$ cat config.mk
export PLATFORM = sky130hd
export DESIGN_NAME = relative_path_validator
export DESIGN_NICKNAME = d
export VERILOG_FILES = /design/src/rpv_pkg.sv /design/src/rpv_cfg_regs.sv /design/src/rpv_in_stage.sv /design/src/rpv_path_check.sv /design/src/rpv_out_stage.sv /design/src/relative_path_validator.sv
export SDC_FILE = /design/constraint.sdc
export NUM_CORES = 1
export LEC_CHECK = 0
export ABC_AREA = 1
export ABC_CLOCK_PERIOD_IN_PS = 3050
export BUFFER_PORTS_ARGS = -buffer_cell sky130_fd_sc_hd__buf_2
export CORE_MARGIN = 10
export CORE_UTILIZATION = 45
export DETAILED_ROUTE_END_ITERATION = 7
export GPL_TIMING_DRIVEN = 0
export MAX_ROUTING_LAYER = met4
export PLACE_DENSITY = 0.7
export SYNTH_ARGS = -nofsm -noshare
export SYNTH_HDL_FRONTEND = slang
export SYNTH_SLANG_ARGS = --single-unit
$ cat constraint.sdc
create_clock -name aclk -period 3.05 [get_ports aclk]
set_clock_uncertainty 0.05 [all_clocks]
set_input_delay 0.1525 -clock aclk [delete_from_list [all_inputs] [get_ports aclk]]
set_output_delay 0.1525 -clock aclk [all_outputs]
set_load 0.01 [all_outputs]
$ cat src/rpv_pkg.sv
// rpv_pkg: shared types, constants and byte class function for the path validator
// no dependencies; imported by every module under src

package rpv_pkg;

    // field and state widths
    localparam int CH_W      = 8;
    localparam int TOTAL_W   = 12;
    localparam int SEG_W     = 9;
    localparam int COUNT_W   = 9;
    localparam int PLIM_W    = 12;
    localparam int SLIM_W    = 8;
    localparam int DLIM_W    = 8;
    localparam int CFG_IDX_W = 2;
    localparam int CFG_W     = 12;

    // saturation points of the counters
    localparam logic [TOTAL_W-1:0] TOTAL_MAX = '1;
    localparam logic [SEG_W-1:0]   SEG_MAX   = '1;
    localparam logic [COUNT_W-1:0] COUNT_MAX = '1;

    // register indexes
    localparam logic [CFG_IDX_W-1:0] REG_EMPTY_OK      = 2'd0;
    localparam logic [CFG_IDX_W-1:0] REG_PATH_LIMIT    = 2'd1;
    localparam logic [CFG_IDX_W-1:0] REG_SEGMENT_LIMIT = 2'd2;
    localparam logic [CFG_IDX_W-1:0] REG_DEPTH_LIMIT   = 2'd3;

    // register reset values
    localparam logic              RST_EMPTY_OK      = 1'b0;
    localparam logic [PLIM_W-1:0] RST_PATH_LIMIT    = 12'd256;
    localparam logic [SLIM_W-1:0] RST_SEGMENT_LIMIT = 8'd64;
    localparam logic [DLIM_W-1:0] RST_DEPTH_LIMIT   = 8'd8;

    // special bytes
    localparam logic [CH_W-1:0] CH_NUL   = 8'h00;
    localparam logic [CH_W-1:0] CH_SLASH = 8'h2F;
    localparam logic [CH_W-1:0] CH_DOT   = 8'h2E;
    localparam logic [CH_W-1:0] CH_UNDER = 8'h5F;
    localparam logic [CH_W-1:0] CH_DASH  = 8'h2D;

    // configuration as seen by the checker
    typedef struct packed {
        logic              empty_ok;
        logic [PLIM_W-1:0] path_limit;
        logic [SLIM_W-1:0] segment_limit;
        logic [DLIM_W-1:0] depth_limit;
    } cfg_t;

    // one finished path
    typedef struct packed {
        logic valid;
        logic safe;
    } result_t;

    // letters, digits, dot, underscore, hyphen and slash
    function automatic logic byte_allowed(input logic [CH_W-1:0] c);
        logic lower, upper, digit;
        lower = (c >= 8'h61) && (c <= 8'h7A);
        upper = (c >= 8'h41) && (c <= 8'h5A);
        digit = (c >= 8'h30) && (c <= 8'h39);
        return lower || upper || digit || (c == CH_DOT) || (c == CH_UNDER) ||
               (c == CH_DASH) || (c == CH_SLASH);
    endfunction

endpackage

$ cat src/rpv_cfg_regs.sv
// rpv_cfg_regs: configuration registers behind the plain write port
// depends on rpv_pkg

module rpv_cfg_regs import rpv_pkg::*; (
    input  logic                 aclk,
    input  logic                 aresetn,
    input  logic                 cfg_we,
    input  logic [CFG_IDX_W-1:0] cfg_index,
    input  logic [CFG_W-1:0]     cfg_wdata,
    output cfg_t                 cfg
);

    cfg_t cfg_reg;
    cfg_t cfg_next;

    // decode the write
    always_comb begin
        cfg_next = cfg_reg;
        if (cfg_we) begin
            case (cfg_index)
                REG_EMPTY_OK:      cfg_next.empty_ok      = cfg_wdata[0];
                REG_PATH_LIMIT:    cfg_next.path_limit    = cfg_wdata[PLIM_W-1:0];
                REG_SEGMENT_LIMIT: cfg_next.segment_limit = cfg_wdata[SLIM_W-1:0];
                REG_DEPTH_LIMIT:   cfg_next.depth_limit   = cfg_wdata[DLIM_W-1:0];
                default:           cfg_next = cfg_reg;
            endcase
        end
    end

    always_ff @(posedge aclk) begin
        if (!aresetn) begin
            cfg_reg.empty_ok      <= RST_EMPTY_OK;
            cfg_reg.path_limit    <= RST_PATH_LIMIT;
            cfg_reg.segment_limit <= RST_SEGMENT_LIMIT;
            cfg_reg.depth_limit   <= RST_DEPTH_LIMIT;
        end else begin
            cfg_reg <= cfg_next;
        end
    end

    assign cfg = cfg_reg;

endmodule

$ cat src/rpv_in_stage.sv
// rpv_in_stage: input register for one path byte
// depends on rpv_pkg

module rpv_in_stage import rpv_pkg::*; (
    input  logic            aclk,
    input  logic            aresetn,
    input  logic            s_tvalid,
    output logic            s_tready,
    input  logic [CH_W-1:0] s_tdata,
    input  logic            advance,
    output logic            ch_valid,
    output logic [CH_W-1:0] ch
);

    logic            valid_reg;
    logic            valid_next;
    logic [CH_W-1:0] ch_reg;

    // take a new request when empty or when the held byte moves on
    assign s_tready   = !valid_reg || advance;
    assign valid_next = s_tready ? s_tvalid : valid_reg;

    always_ff @(posedge aclk) begin
        if (!aresetn) begin
            valid_reg <= 1'b0;
        end else begin
            valid_reg <= valid_next;
        end
    end

    // payload
    always_ff @(posedge aclk) begin
        if (s_tvalid && s_tready) begin
            ch_reg <= s_tdata;
        end
    end

    assign ch_valid = valid_reg;
    assign ch       = ch_reg;

endmodule

$ cat src/rpv_path_check.sv
// rpv_path_check: path state and the per-byte update of counters and fail flag
// depends on rpv_pkg

module rpv_path_check import rpv_pkg::*; (
    input  logic            aclk,
    input  logic            aresetn,
    input  cfg_t            cfg,
    input  logic            ch_valid,
    input  logic [CH_W-1:0] ch,
    input  logic            out_free,
    output logic            advance,
    output result_t         res
);

    logic [TOTAL_W-1:0] total_reg, total_next;
    logic [SEG_W-1:0]   seg_len_reg, seg_len_next;
    logic               seg_dot_reg, seg_dot_next;
    logic [COUNT_W-1:0] count_reg, count_next;
    logic               failed_reg, failed_next;

    logic               is_end;
    logic               is_slash;
    logic [COUNT_W-1:0] count_inc;
    logic               close_fail;
    logic               end_fail;

    assign is_end   = (ch == CH_NUL);
    assign is_slash = (ch == CH_SLASH);

    // a terminator needs room in the output register, other bytes never wait
    assign advance = ch_valid && (!is_end || out_free);

    // closing the current segment
    assign count_inc  = (count_reg < COUNT_MAX) ? count_reg + 1'b1 : count_reg;
    assign close_fail = (seg_len_reg == '0) ||
                        (seg_len_reg > {1'b0, cfg.segment_limit}) ||
                        seg_dot_reg ||
                        (count_inc > {1'b0, cfg.depth_limit});

    // path end verdict
    assign end_fail = failed_reg || (total_reg >= cfg.path_limit) || close_fail;

    always_comb begin
        total_next   = total_reg;
        seg_len_next = seg_len_reg;
        seg_dot_next = seg_dot_reg;
        count_next   = count_reg;
        failed_next  = failed_reg;
        res.valid    = 1'b0;
        res.safe     = 1'b0;
        if (advance) begin
            if (is_end) begin
                res.valid    = 1'b1;
                res.safe     = (total_reg == '0) ? cfg.empty_ok : !end_fail;
                total_next   = '0;
                seg_len_next = '0;
                seg_dot_next = 1'b0;
                count_next   = '0;
                failed_next  = 1'b0;
            end else begin
                total_next = (total_reg < TOTAL_MAX) ? total_reg + 1'b1 : total_reg;
                if (!byte_allowed(ch)) begin
                    failed_next = 1'b1;
                end
                if (is_slash) begin
                    if (close_fail) begin
                        failed_next = 1'b1;
                    end
                    count_next   = count_inc;
                    seg_len_next = '0;
                    seg_dot_next = 1'b0;
                end else begin
                    if (seg_len_reg == '0) begin
                        seg_dot_next = (ch == CH_DOT);
                    end
                    seg_len_next = (seg_len_reg < SEG_MAX) ? seg_len_reg + 1'b1
                                                           : seg_len_reg;
                end
            end
        end
    end

    always_ff @(posedge aclk) begin
        if (!aresetn) begin
            total_reg   <= '0;
            seg_len_reg <= '0;
            seg_dot_reg <= 1'b0;
            count_reg   <= '0;
            failed_reg  <= 1'b0;
        end else begin
            total_reg   <= total_next;
            seg_len_reg <= seg_len_next;
            seg_dot_reg <= seg_dot_next;
            count_reg   <= count_next;
            failed_reg  <= failed_next;
        end
    end

endmodule

$ cat src/rpv_out_stage.sv
// rpv_out_stage: result register on the master side
// depends on rpv_pkg

module rpv_out_stage import rpv_pkg::*; (
    input  logic            aclk,
    input  logic            aresetn,
    input  result_t         res,
    output logic            out_free,
    output logic            m_tvalid,
    input  logic            m_tready,
    output logic [CH_W-1:0] m_tdata
);

    logic valid_reg;
    logic valid_next;
    logic safe_reg;

    // free when empty or when the held result is taken this cycle
    assign out_free   = !valid_reg || m_tready;
    assign valid_next = res.valid || (valid_reg && !m_tready);

    always_ff @(posedge aclk) begin
        if (!aresetn) begin
            valid_reg <= 1'b0;
        end else begin
            valid_reg <= valid_next;
        end
    end

    // payload
    always_ff @(posedge aclk) begin
        if (res.valid) begin
            safe_reg <= res.safe;
        end
    end

    assign m_tvalid = valid_reg;
    assign m_tdata  = {{(CH_W-1){1'b0}}, safe_reg};

endmodule

$ cat src/relative_path_validator.sv
// relative_path_validator: top level of the byte-stream path checker
// depends on rpv_pkg, rpv_cfg_regs, rpv_in_stage, rpv_path_check, rpv_out_stage
//
//   channel   dir  payload                              when
//   s_        in   s_tdata[7:0] = ch                    one request per path byte
//   m_        out  m_tdata[0] = safe, [7:1] zero        one request per zero byte
//   cfg_      in   cfg_index selects, cfg_wdata data    write when cfg_we is high
//
// One byte per cycle while no zero byte waits; an accepted byte is checked from the
// input register in the next cycle, and a zero byte's verdict goes from there into
// the output register, which drives m_tvalid.
// A zero byte waits in the input register only while the output register is
// full and not being taken; other bytes never wait.
// Synchronous active-low reset clears the path state and loads register defaults.

module relative_path_validator import rpv_pkg::*; (
    input  logic                 aclk,
    input  logic                 aresetn,
    input  logic                 s_tvalid,
    output logic                 s_tready,
    input  logic [CH_W-1:0]      s_tdata,   // [7:0] ch
    output logic                 m_tvalid,
    input  logic                 m_tready,
    output logic [CH_W-1:0]      m_tdata,   // [0] safe, [7:1] zero
    input  logic                 cfg_we,
    input  logic [CFG_IDX_W-1:0] cfg_index,
    input  logic [CFG_W-1:0]     cfg_wdata
);

    cfg_t            cfg;
    logic            advance;
    logic            ch_valid;
    logic [CH_W-1:0] ch;
    logic            out_free;
    result_t         res;

    rpv_cfg_regs u_cfg (
        .aclk      (aclk),
        .aresetn   (aresetn),
        .cfg_we    (cfg_we),
        .cfg_index (cfg_index),
        .cfg_wdata (cfg_wdata),
        .cfg       (cfg)
    );

    rpv_in_stage u_in (
        .aclk     (aclk),
        .aresetn  (aresetn),
        .s_tvalid (s_tvalid),
        .s_tready (s_tready),
        .s_tdata  (s_tdata),
        .advance  (advance),
        .ch_valid (ch_valid),
        .ch       (ch)
    );

    rpv_path_check u_check (
        .aclk     (aclk),
        .aresetn  (aresetn),
        .cfg      (cfg),
        .ch_valid (ch_valid),
        .ch       (ch),
        .out_free (out_free),
        .advance  (advance),
        .res      (res)
    );

    rpv_out_stage u_out (
        .aclk     (aclk),
        .aresetn  (aresetn),
        .res      (res),
        .out_free (out_free),
        .m_tvalid (m_tvalid),
        .m_tready (m_tready),
        .m_tdata  (m_tdata)
    );

endmodule

After elaboration in Yosys (flattened, before gate mapping)
Index checks and enable logic that the tools add are counted.
{"block": "word_totals", "register_bits": 72, "latchBits": 0, "ramBits": 0, "romBits": 0, "input_bits": 27, "out_inout_bits": 10, "word_cells": 96, "mem_count": 0}
{"block": "classes", "addsub": 3, "multipliers": 0, "n_div": 0, "magnitude_cmp": 12, "n_eq_ne": 7, "shift": 0, "muxes": 18, "n_bitwise": 0, "n_reduce_logical": 43}
{"cell": "9-bit two-way mux", "n": 6}
{"cell": "8-bit by 6-bit == test with 1-bit output, second input constant", "n": 3}
{"cell": "12-bit two-way mux", "n": 2}
{"cell": "9-bit by 1-bit adder with 9-bit output, second input constant", "n": 2}
{"cell": "9-bit by 8-bit greater-than comparator with 1-bit output", "n": 2}
{"cell": "9-bit less-than comparator, second input constant", "n": 2}
{"cell": "2-bit AND reduction", "n": 9}
{"cell": "8-bit by 7-bit greater-or-equal comparator with 1-bit output, second input constant", "n": 2}
{"cell": "8-bit by 7-bit <= comparator with 1-bit output, second input constant", "n": 2}
{"cell": "1-bit logical OR", "n": 15}
{"cell": "12-bit by 1-bit adder with 12-bit output, second input constant", "n": 1}
{"cell": "12-bit greater-or-equal comparator", "n": 1}
{"cell": "12-bit logical NOT", "n": 1}
{"cell": "12-bit less-than comparator, second input constant", "n": 1}
{"cell": "9-bit logical NOT", "n": 1}
{"cell": "8-bit by 7-bit == test with 1-bit output, second input constant", "n": 1}
{"cell": "8-bit by 6-bit greater-or-equal comparator with 1-bit output, second input constant", "n": 1}
{"cell": "8-bit by 6-bit <= comparator with 1-bit output, second input constant", "n": 1}
{"cell": "8-bit logical NOT", "n": 1}
{"cell": "1-bit two-way mux", "n": 8}
{"cell": "1-bit logical AND", "n": 6}
{"cell": "3-bit nonzero test", "n": 2}
{"cell": "1-bit logical NOT", "n": 5}
{"cell": "2-bit == test, second input constant", "n": 2}
{"cell": "4 further kinds", "n": 6}

Depth between registers and ports, before layout
Gate-level depths: netlist of the first run.
{"block": "logic_depth", "ltp_word": 12, "mapped_depth": 19, "ltp_nobuf": 19}

Cells and area by module
Synthesis of the first run repeated with hierarchy kept, for this count alone.
{"block": "hier_totals", "hier_cells": 614, "area_unflattened_um2": 4316.6}
{"mod": "rpv_path_check", "n_inst": 1, "cells_per_inst": 401, "area_per_inst_um2": 2690.1}
{"mod": "rpv_cfg_regs", "n_inst": 1, "cells_per_inst": 182, "area_per_inst_um2": 1194.9}
{"mod": "rpv_in_stage", "n_inst": 1, "cells_per_inst": 15, "area_per_inst_um2": 291.5}
{"mod": "rpv_out_stage", "n_inst": 1, "cells_per_inst": 16, "area_per_inst_um2": 140.1}

Least setup slack after synthesis of the first run
Ideal clock, no wire load.
{"block": "synth_path", "kind": "register -> register", "from": "register u_check.count_reg[2]", "to": "register u_out.safe_reg, data pin", "setup_time_ns": 0.257, "arrival_ns": 1.878, "slack_ns": 0.865, "path_stages_with_launch": 19, "path_buffers": 0, "path_cell_list": "dfxtp_1 nand2_1 nor3_2 nand2_1 nand2_1 nor2_1 xor2_1 ha_1 nand2_1 nor2_1 nand2_1 nand3_1 nand2_1 nand2_1 nand2_1 nand2_1 nand2_1 nand4_1 a21oi_1"}
{"block": "synth_via", "elab_chain_cells": 7, "elab_cells_between_ends": 8}
{"item": "from (decl)", "line": "rpv_path_check.sv:18", "source": "logic [COUNT_W-1:0] count_reg, count_next;"}
{"item": "from (signal assigned)", "line": "rpv_path_check.sv:94", "source": "count_reg <= count_next;"}
{"item": "9-bit by 1-bit adder with 9-bit output / 9-bit less-than comparator (equally long branches)", "line": "rpv_path_check.sv:34", "source": "assign count_inc = (count_reg < COUNT_MAX) ? count_reg + 1'b1 : count_reg;"}
{"item": "9-bit two-way mux *", "line": "rpv_path_check.sv:34"}
{"item": "9-bit by 8-bit greater-than comparator with 1-bit output *", "line": "rpv_path_check.sv:38", "source": "(count_inc > {1'b0, cfg.depth_limit});"}
{"item": "1-bit logical OR *", "line": "rpv_path_check.sv:37", "source": "seg_dot_reg ||"}
{"item": "1-bit logical OR *", "line": "rpv_path_check.sv:41", "source": "assign end_fail = failed_reg || (total_reg >= cfg.path_limit) || close_fail;"}
{"item": "1-bit logical NOT *", "line": "rpv_path_check.sv:54", "source": "res.safe = (total_reg == '0) ? cfg.empty_ok : !end_fail;"}
{"item": "1-bit two-way mux *", "line": "rpv_path_check.sv:54"}
{"item": "to (signal assigned)", "line": "rpv_out_stage.sv:33", "source": "safe_reg <= res.safe;"}
{"item": "to (decl)", "line": "rpv_out_stage.sv:16", "source": "logic safe_reg;"}
Mark *: on every way between the ends. The rest lies on a longest branch, timed or not.
A chain may end at the register's enable or synchronous reset.

Final worst setup path of the first run
Same ends and word-level chain as after synthesis.

==> results of run 1 <==
-- cells in the mapped netlist, types with 2 or more instances --
master,count,area share
a21oi_1,55,0.066
and3_1,2,0.0030
buf_4,9,0.016
clkbuf_1,8,0.0072
dfxtp_1,63,0.30
edfxtp_1,9,0.065
ha_1,33,0.099
inv_1,83,0.074
inv_2,5,0.0045
nand2_1,120,0.11
nand2_2,4,0.0060
nand2_4,2,0.0054
nand3_1,28,0.033
nand4_1,9,0.013
nor2_1,56,0.050
nor3_1,17,0.020
nor4_1,4,0.0060
o211ai_1,2,0.0036
o21ai_0,37,0.044
o21ai_1,5,0.0060
xor2_1,13,0.027
-- path summary, 6_finish.rpt --
check,start,endpoint,slack (ns)
worst max register to register,u_check.count_reg[2]$_SDFFE_PN0P_,u_out.safe_reg$_SDFFCE_PN0P_,0.37
worst min register to register,u_cfg.cfg[2]$_SDFFE_PN0P_,u_cfg.cfg[2]$_SDFFE_PN0P_,0.42
worst min-delay path,cfg_wdata[11],u_cfg.cfg[27]$_SDFFE_PN0P_,0.04
worst max-delay path,u_check.count_reg[2]$_SDFFE_PN0P_,u_out.safe_reg$_SDFFCE_PN0P_,0.37
-- worst register-to-register path, stage by stage (launching register included) --
cell and delay, ns:
dfxtp_1 0.39, nand2_1 0.15, nor3_2 0.23, nand3_1 0.20, nand2_1 0.14, nor2_1 0.05, a21oi_1 0.22, ha_1 0.29
nand2_1 0.06, nand2_1 0.05, nand2_1 0.06, nand3_1 0.07, nand2_1 0.06, nand2_1 0.04, nand2_1 0.06, nand2_1 0.04
nand2_1 0.14, nand4_1 0.10, a21oi_1 0.15
-- stage by stage --
stage,hold slack [ns],setup slack [ns],std cells,total power [mW]
floorplan,0.201,0.865,588,1.18
global placement,0.279,0.428,728,1.24
detailed placement,0.281,0.399,728,1.25
CTS,0.0227,0.367,753,2.17
global route,0.0400,0.134,753,2.26
finish,0.0392,0.371,753,2.16
-- cells in the final DEF, fill, tap and decap left out, types with 4 or more instances in the layout --
| master | synthesis | routed |
|---|---|---|
| nand3_1 | 28 | 28 |
| buf_4 | 9 | 9 |
| buf_2 | 0 | 29 |
| edfxtp_1 | 9 | 9 |
| xor2_1 | 13 | 13 |
| o21ai_0 | 37 | 37 |
| nand4_1 | 9 | 9 |
| conb_1 | 1 | 7 |
| a21oi_1 | 55 | 55 |
| nand2_1 | 120 | 120 |
| nor3_1 | 17 | 17 |
| inv_1 | 83 | 83 |
| clkbuf_1 | 8 | 8 |
| nor4_1 | 4 | 4 |
| dlygate4sd3_1 | 0 | 9 |
| dfxtp_1 | 63 | 63 |
| nor2_1 | 56 | 56 |
| inv_2 | 5 | 5 |
| nand2_2 | 4 | 4 |
| o21ai_1 | 5 | 5 |
| ha_1 | 33 | 33 |
| clkbuf_8 | 0 | 11 |
-- metal layers --
layer,GRT usage,vias to the layer above,part of all wire
li1,-,1984,-
met1,0.197,1708,0.47
met2,0.253,95,0.47
met3,0.0344,15,0.054
met4,0.0492,0,0.012
met5,-,-,0
-- where the power goes --
part	switching, mW	internal, mW	total (mW)
Clock	0.372	0.554	0.926
Sequential	0.0214	0.994	1.02
Combinational	0.137	0.0846	0.221
-- kinds of logic after synthesis --
kind of cell,count (synthesis),share of synthesized area
buffers and inverters,108,0.107
xor gates and xnor gates,13,0.0272
other,1,0.000895
adders and majority gates,33,0.0986
DFF,72,0.366
and+or+nand+nor,250,0.269
AOI/OAI and AO/OA,105,0.132
-- area by class of cell --
type	instances	area, µm²
fillers	861	4320
multi-input cells	408	2230
flip-flops and latches	72	1530
inverters	90	339
repair buffers	38	235
clock buffers	12	176
well taps	111	139
plain buffers	18	109
clock inverters	4	72.6
==> reports/results.ini, run 1 <==
[clock_network]
cts_tree = yes
numCtsBuffers = 9
cts_sinks = 72
ctsResizeCount = 0
worstSkewPairLatency_ns = 0.35
clk_path_buf_depth = 2
hold_buffers = 9
cts.clk_slew.worst_paths_ns = 0.08
cts_max_level = 3
cts_setup_buffers = 0
clockRootBuffer = clkbuf_8

[synth]
synth-edff-count = 9
netlist_area_mm2 = 0.00419
synth.distinct_cells = 39
syn_inst = 582
ys_seq_area_frac = 0.366
async_reset_ff_frac = 0
synth-seq-cells = 72
postSynthAreaPerCell_um2 = 7.20
synth-main-ff-cell = dfxtp_1
yosys_warnings = 0

[sta]
period_needed_ns = 2.68
drv_slew = 0
max_freq_ghz = 0.373
setup_tns_ns = 0
worst_pin_slew_ns = 0.590
rsz0062_at_grt = no
slew-limit-headroom = 0.607
timing.final.crit_share = 0.878
finalHoldViolations = 0
finalSetupViolations = 0

[final_layout]
fin_area_mm2 = 0.00483
postLayoutCoreUtil = 0.528
nNetsFinal = 697
syn2layout_area_growth_pct = 15.4
largest_reg_flops = 29
diodes = 0
drive_above_1_share = 0.117

[pwr]
powerDensity_mw_per_mm2 = 447
vdd_drop_max_uv = 262
p_leak_nw = 2.12

[min_path]
worstHoldPathCells = 3
min_path_type = in2reg

[worst_setup_path]
critPathTopFamily = simple AND/OR/NAND/NOR gates
slowest_stage = dfxtp_1
cp.required_ns = 3.20
worstSetupPathType = reg2reg
cp_max_fo = 5
crit_path_max_incr_delay_ns = 0.39
crit_arrival_ns = 2.82
cp.depth = 18
endpoint_kind = flip-flop
cpMostUsedCell = nand2_1
cp-start-kind = flip-flop
path_cells = nand2_1 > nor3_2 > nand3_1 > nand2_1 > nor2_1 > a21oi_1 > ha_1 > nand2_1 > nand2_1 > nand2_1 > nand3_1 > nand2_1 > nand2_1 > nand2_1 > nand2_1 > nand2_1 > nand4_1 > a21oi_1
crit_buf_inv = 0
r2r_cells = 18

[flow_run]
maxCapViolCount = 0

[route]
dr.pass1.iters = 5
antenna_left = 0
routed_via_density = 5.05
vias = 3802
first_iter_violations = 308
wl_um = 9980
drc = 0
wl_per_cell_um = 13.3

[global_route]
track_usage = 0.159
grt_pass1_vias = 3619
grt_max_degree = 13
grt_overflow_total = 0
antenna_found_initial = 0
grt_pass1_wl_um = 16800

[floorplan]
coreArea_mm2 = 0.00915
start_util = 0.458
rows = 35
fp.dieArea_mm2 = 0.0136
io_pins = 37
dieWidth_um = 116
die_y_um = 116

[placement]
hpwl_um = 7750
port_buffers = 29
place_area_mm2 = 0.00449
gp_congestion = 0.872

[outcome]
status = finished clean

No activity file was read; power rests on OpenSTA's default activity.
==> run 2: changes to the inputs <==
--- a/config.mk
+++ b/config.mk
@@ -16,4 +16,5 @@
 export PLACE_DENSITY = 0.7
 export SYNTH_ARGS = -nofsm -noshare
 export SYNTH_HDL_FRONTEND = slang
+export SYNTH_HIERARCHICAL = 1
 export SYNTH_SLANG_ARGS = --single-unit
==> run 2 against run 1 <==
Effect of this change: count of clock-buffer cells in the layout decreased by 3; via count grew 1.3%; critical path type unchanged; power fell by 10%; register-to-register slack lost 0.02 ns; flip-flop and latch count is the same; synthesized cell count up 5.5%; setup slack got worse by 0.020 ns; sequential share of layout area decreased by 0.71 points.
==> reports/results.ini, run 2 <==
[outcome]
status = finished clean

[route]
dr.pass1.iters = 5  ; unchanged
vias = 3851  ; +1.3%
first_iter_violations = 194  ; -37%
wl_um = 9880  ; -1.0%
drc = 0  ; unchanged
routed_via_density = 4.78  ; -5.4%
antenna_left = 0  ; unchanged
wl_per_cell_um = 12.3  ; -7.5%

[sta]
hold_slack_ns = 0.0133  ; -0.0259 ns
worst_pin_slew_ns = 0.862  ; +0.272 ns
timing.final.crit_share = 0.885  ; +0.00651
finalSetupViolations = 0  ; unchanged
finalHoldViolations = 0  ; unchanged
rsz0062_at_grt = no
slew-limit-headroom = 0.421  ; -0.186
drv_slew = 0  ; unchanged
period_needed_ns = 2.70  ; +0.0199 ns
setup_tns_ns = 0  ; unchanged
max_freq_ghz = 0.371  ; -0.74%

[flow_run]
maxCapViolCount = 0  ; unchanged

[worst_setup_path]
crit_end = u_check/failed_reg$_SDFFE_PN0P_
endpoint_kind = flip-flop
rr_endpoint = u_check/failed_reg$_SDFFE_PN0P_
cp_max_fo = 5  ; unchanged
cp-start-kind = flip-flop
startpoint = u_check/count_reg[5]$_SDFFE_PN0P_
r2r_slack_ns = 0.35  ; -0.02 ns
worstSetupPathType = reg2reg
cp.required_ns = 3.26  ; +0.06 ns
r2r_start = u_check/count_reg[5]$_SDFFE_PN0P_
r2r_cells = 22  ; +4
crit_arrival_ns = 2.91  ; +0.09 ns

[synth]
synthMuxAreaShare = 0  ; unchanged
yosys-top-cells-count = 129 x nand2_1, 114 x inv_1, 89 x nor2_1
synth-compound-area-share = 0.0893  ; -0.0425
synthTopCellsByArea = dfxtp_1 29%, nand2_1 11%, inv_1 9.9%
synth_top_family_by_area = simple AND/OR/NAND/NOR gates
synth-seq-cells = 72  ; unchanged
yosys.area_share.xor_xnor = 0.0122  ; -0.0150
synth-edff-count = 9  ; unchanged
async_reset_ff_frac = 0  ; unchanged
synth-main-ff-cell = dfxtp_1
synth.most_common_cell = nand2_1
ys_seq_area_frac = 0.355  ; -0.0109
netlist_area_mm2 = 0.00432  ; +3.1%
synth.distinct_cells = 43  ; +10%
yosys_warnings = 6  ; +6
synth_top_area_frac = 0.292  ; -0.00899
synthAdderAreaFrac = 0.0957  ; -0.00294
syn_inst = 614  ; +5.5%
synth-simple-area-share = 0.313  ; +0.0439
synth_area_leader_cell = dfxtp_1
postSynthAreaPerCell_um2 = 7.03  ; -2.3%

[floorplan]
coreArea_mm2 = 0.00928  ; +1.4%
dieWidth_um = 118  ; +1.3%
io_pins = 37  ; unchanged
fp.dieArea_mm2 = 0.0139  ; +2.5%
die_y_um = 118  ; +1.3%
start_util = 0.465  ; +0.00741
rows = 35  ; unchanged

[global_route]
track_usage = 0.149  ; -0.00945
met1_usage = 0.179  ; -0.0177
use_met3 = 0.0432  ; +0.00875
grt_pass1_wl_um = 17000  ; +1.1%
grt-busiest-layer = met2
grt_max_degree = 14  ; +1
antenna_found_initial = 0  ; unchanged
met2_usage = 0.233  ; -0.0205
grt_overflow_total = 0  ; unchanged
grt_pass1_vias = 3717  ; +2.7%

[clock_network]
cts_tree = yes
numCtsBuffers = 9  ; unchanged
cts_max_level = 3  ; unchanged
ctsResizeCount = 0  ; unchanged
worstSkewPairLatency_ns = 0.36  ; about the same
cts.clk_slew.worst_paths_ns = 0.08  ; about the same
clk_path_buf_depth = 2  ; unchanged
cts_sinks = 72  ; unchanged
clockRootBuffer = clkbuf_8

[pwr]
vdd_drop_max_uv = 206  ; -21%
p_leak_nw = 2.42  ; +14%
fin_total_pwr_mw = 1.94  ; -10%
powerDensity_mw_per_mm2 = 393  ; -12%

[placement]
gp_congestion = 0.885  ; +1.4%
hpwl_um = 7670  ; -1.1%
port_buffers = 28  ; -3.4%

[final_layout]
postLayoutCoreUtil = 0.532  ; +0.00439
drive_above_1_share = 0.133  ; +0.0161
layout_commonest_cell = nand2_1
nNetsFinal = 732  ; +5.0%
syn2layout_area_growth_pct = 14.5
diodes = 0  ; unchanged
layout_common_cells = 129 x nand2_1, 114 x inv_1, 89 x nor2_1
largest_reg_flops = 29  ; unchanged

[min_path]
min_path_type = in2reg

-- run 2: worst min path at each step --
stage	from	endpoint	slack, ns	depth (start not counted)
floorplan	s_tdata[0]	u_in/ch[0]$_DFFE_PP_	0.20	0
global placement	s_tdata[5]	u_in/ch[5]$_DFFE_PP_	0.28	1
detailed placement	s_tdata[7]	u_in/ch[7]$_DFFE_PP_	0.28	1
CTS	cfg_wdata[2]	u_cfg/cfg[18]$_SDFFE_PN0P_	0.002	3
global route	cfg_wdata[6]	u_cfg/cfg[6]$_SDFFE_PN0P_	0.01	3
finish	cfg_wdata[3]	u_cfg/cfg[19]$_SDFFE_PN0P_	0.01	3
-- run 2: worst max-delay path: stages (launching register included) --
cell and delay, ns:
dfxtp_1 0.40, nand2_1 0.09, nor3_1 0.20, nand2_1 0.08
inv_1 0.09, nand2_1 0.13, nand2_1 0.13, xor2_1 0.21
ha_1 0.28, nand2_1 0.09, nor2_1 0.06, nand2_1 0.06
nand3_1 0.07, nand2_1 0.07, nand2_1 0.05, nand2_1 0.05
nand2_1 0.05, nand2_1 0.13, nand3b_1 0.10, nand2_1 0.06
nand2_1 0.04, nand2_1 0.05, nand2_1 0.05
-- run 2: area by class of cell --
type,count,area (µm²)
fillers,933,4340
multi-input cells,413,2230
flip-flops and latches,72,1530
inverters,116,438
repair buffers,41,270
well taps,129,161
plain buffers,19,143
clock buffers,9,124
clock inverters,7,48.8
-- run 2: power breakdown --
part | internal (mW) | switching [mW] | total, mW
logic | 0.101 | 0.150 | 0.252
clock network | 0.294 | 0.378 | 0.672
registers | 0.994 | 0.0248 | 1.02
-- run 2: metal layers --
metal / wire, µm / vias up
met5: 0 / -
met1: 4590 / 1724
met4: 193 / 0
met2: 4550 / 80
met3: 553 / 19
li1: - / 2028
-- run 2: timing repair --
action | 4_1_cts | 5_1_grt
hold buffers | 13 | 0
setup buffers | 0 | 0
hold endpoints to repair | 13 | 0
-- run 2: kinds of logic after synthesis --
group                      count (synthesis)
AOI/OAI and AO/OA                         67
xor gates and xnor gates                   6
adders and majority gates                 33
buffers and inverters                    135
DFF                                       72
other                                      1
and+or+nand+nor                          300
-- run 2: stage by stage --
step                setup slack, ns  instance area [µm²]  cells
global route                0.00618                 4940    806
floorplan                     0.793                 4340    620
finish                        0.351                 4940    806
detailed placement            0.398                 4640    777
global placement              0.386                 4640    777
CTS                           0.361                 4940    806
==> run 3: changes to the inputs <==
--- a/config.mk
+++ b/config.mk
@@ -12,7 +12,6 @@
 export CORE_UTILIZATION = 45
 export DETAILED_ROUTE_END_ITERATION = 7
 export GPL_TIMING_DRIVEN = 0
-export MAX_ROUTING_LAYER = met4
 export PLACE_DENSITY = 0.7
 export SYNTH_ARGS = -nofsm -noshare
 export SYNTH_HDL_FRONTEND = slang
==> constraint.sdc (replaced) <==
create_clock -name aclk -period 3.05 [get_ports aclk]
set_clock_uncertainty 0.05 [all_clocks]
set_input_delay 0.1525 -clock aclk [delete_from_list [all_inputs] [get_ports aclk]]
set_output_delay 0.1525 -clock aclk [all_outputs]
set_load 0.005 [all_outputs]
==> run 3 against run 2 <==
Effect of this change: clock power increased by 26%; register-to-register slack about the same; routed wire length shrank 0.40%; die area unchanged; hold slack better by 0.010 ns; cell area increased by 0.99%; critical path type unchanged; highest routed layer unchanged.
==> reports/results.ini, run 3 (synthesized netlist as in run 2, its figures left out) <==
[sta]
worst_pin_slew_ns = 0.863  ; +0.000844 ns
finalHoldViolations = 0  ; unchanged
rsz0062_at_grt = no
period_needed_ns = 2.71  ; +0.0117 ns
max_freq_ghz = 0.369  ; -0.43%
drv_slew = 0  ; unchanged
setup_tns_ns = 0  ; unchanged
finalSetupViolations = 0  ; unchanged
timing.final.crit_share = 0.889  ; +0.00382
slew-limit-headroom = 0.420  ; -0.000566

[worst_setup_path]
cp-start-kind = flip-flop
cp.required_ns = 3.25  ; about the same
worstSetupPathType = reg2reg
r2r_start = u_check/count_reg[5]$_SDFFE_PN0P_
startpoint = u_check/count_reg[5]$_SDFFE_PN0P_
endpoint_kind = flip-flop
crit_arrival_ns = 2.91  ; about the same
cp_max_fo = 5  ; unchanged

[floorplan]
coreArea_mm2 = 0.00928  ; unchanged
rows = 35  ; unchanged
die_y_um = 118  ; unchanged
io_pins = 37  ; unchanged
dieWidth_um = 118  ; unchanged
start_util = 0.465  ; unchanged
fp.dieArea_mm2 = 0.0139  ; unchanged

[clock_network]
clockRootBuffer = clkbuf_8
cts_tree = yes
cts.clk_slew.worst_paths_ns = 0.08  ; about the same
cts_sinks = 72  ; unchanged
worstSkewPairLatency_ns = 0.35  ; about the same
cts_max_level = 3  ; unchanged
clk_path_buf_depth = 2  ; unchanged
numCtsBuffers = 9  ; unchanged

[pwr]
vdd_drop_max_uv = 252  ; +22%
power.switching_uw = 546  ; -1.2%
powerDensity_mw_per_mm2 = 424  ; +7.8%
internal_power_mw = 1.57  ; +13%
clkPwrFrac = 0.400  ; +0.054
p_seq_frac = 0.482  ; -0.043
pwr-share-comb = 0.118  ; -0.011
fin_total_pwr_mw = 2.12  ; +8.9%
p_leak_nw = 2.44  ; +0.74%
swShare = 0.258  ; -0.0263

[global_route]
grt_overflow_total = 0  ; unchanged
track_usage = 0.143  ; -0.00672
grt_max_degree = 13  ; -1
grt_pass1_wl_um = 16900  ; -0.24%
antenna_found_initial = 0  ; unchanged
grt_pass1_vias = 3798  ; +2.2%

[placement]
hpwl_um = 7550  ; -1.5%
port_buffers = 28  ; unchanged
gp_congestion = 0.877  ; -0.86%

[final_layout]
largest_reg_flops = 29  ; unchanged
postLayoutCoreUtil = 0.538  ; +0.00526
layout_common_cells = 129 x nand2_1, 114 x inv_1, 89 x nor2_1
area.sequential_mm2 = 0.00153  ; unchanged
multi_input_area_mm2 = 0.00223  ; +0.22%
layout_commonest_cell = nand2_1
diodes = 0  ; unchanged
syn2layout_area_growth_pct = 15.7
nFillCells = 927  ; -0.64%
nNetsFinal = 731  ; -0.14%
drive_above_1_share = 0.133  ; +0.000197

[route]
first_iter_violations = 168  ; -13%
wl_per_cell_um = 12.2  ; -0.28%
routed_via_density = 4.78  ; about the same
vias = 3844  ; -0.18%
wl_um = 9840  ; -0.40%
antenna_left = 0  ; unchanged
dr.pass1.iters = 5  ; unchanged
drc = 0  ; unchanged

[min_path]
min_from = aresetn
min_path_type = in2reg

[flow_run]
maxCapViolCount = 0  ; unchanged

[outcome]
status = finished clean

-- run 3: final cells by class --
| cell class | instances | share of cell area |
|---|---|---|
| repair buffers | 40 | 0.0521 |
| plain buffers | 19 | 0.0286 |
| well taps | 129 | 0.0323 |
| flip-flops and latches | 72 | 0.307 |
| clock inverters | 3 | 0.00927 |
| clock buffers | 13 | 0.0361 |
| inverters | 116 | 0.0877 |
| multi-input cells | 413 | 0.447 |
-- run 3: stage by stage --
stage               std cells  worst slack [ns]  cell area [µm²]  hold slack (ns)
floorplan                 620             0.793             4340            0.201
global placement          777             0.403             4640            0.280
detailed placement        777             0.281             4640            0.281
CTS                       805             0.246             4990           0.0156
global route              805          0.000359             4990           0.0216
finish                    805             0.340             4990           0.0237
-- run 3: power groups by stage --
stage               logic [mW]  clock network (mW)  registers (mW)
CTS                      0.249               0.864            1.02
finish                   0.249               0.847            1.02
floorplan                0.170                   0            1.03
global placement         0.226                   0            1.04
global route             0.289               0.900            1.02
detailed placement       0.235                   0            1.04
-- run 3: final timing paths --
| check | to | slack [ns] | cells past startpoint |
|---|---|---|---|
| min reg2reg | u_cfg/cfg[24]$_SDFFE_PN1P_ | 0.42 | 2 |
| max reg2reg | u_check/failed_reg$_SDFFE_PN0P_ | 0.34 | 22 |
| max | u_check/failed_reg$_SDFFE_PN0P_ | 0.34 | 22 |
| min | u_out/m_tvalid$_SDFF_PN0_ | 0.02 | 3 |
-- run 3: repair_timing --
item                       4_1_cts  5_1_grt
hold endpoints to repair        12        0
setup endpoints to repair        0        2
hold buffers                    12        0
setup buffers                    0        0
gates resized for setup          0        1
-- run 3: critical path: stages, from the launching register on --
cell      delay [ns]
dfxtp_1         0.40
nand2_1         0.11
nor3_2          0.15
nand2_1         0.09
inv_1           0.09
nand2_1         0.14
nand2_1         0.15
xor2_1          0.21
ha_1            0.28
nand2_1         0.09
nor2_1          0.06
nand2_1         0.05
nand3_1         0.06
nand2_1         0.06
nand2_1         0.05
nand2_1         0.06
nand2_1         0.05
nand2_1         0.13
nand3b_1        0.10
nand2_1         0.07
nand2_1         0.05
nand2_1         0.06
nand2_1         0.05
-- run 3: routing by layer --
layer  up-vias  wire (µm)  global-route usage
li1       2026          -                   -
met1      1723       4560               0.173
met2        81       4670               0.242
met3        14        491              0.0365
met4         0        122              0.0417
met5         -          0                   0
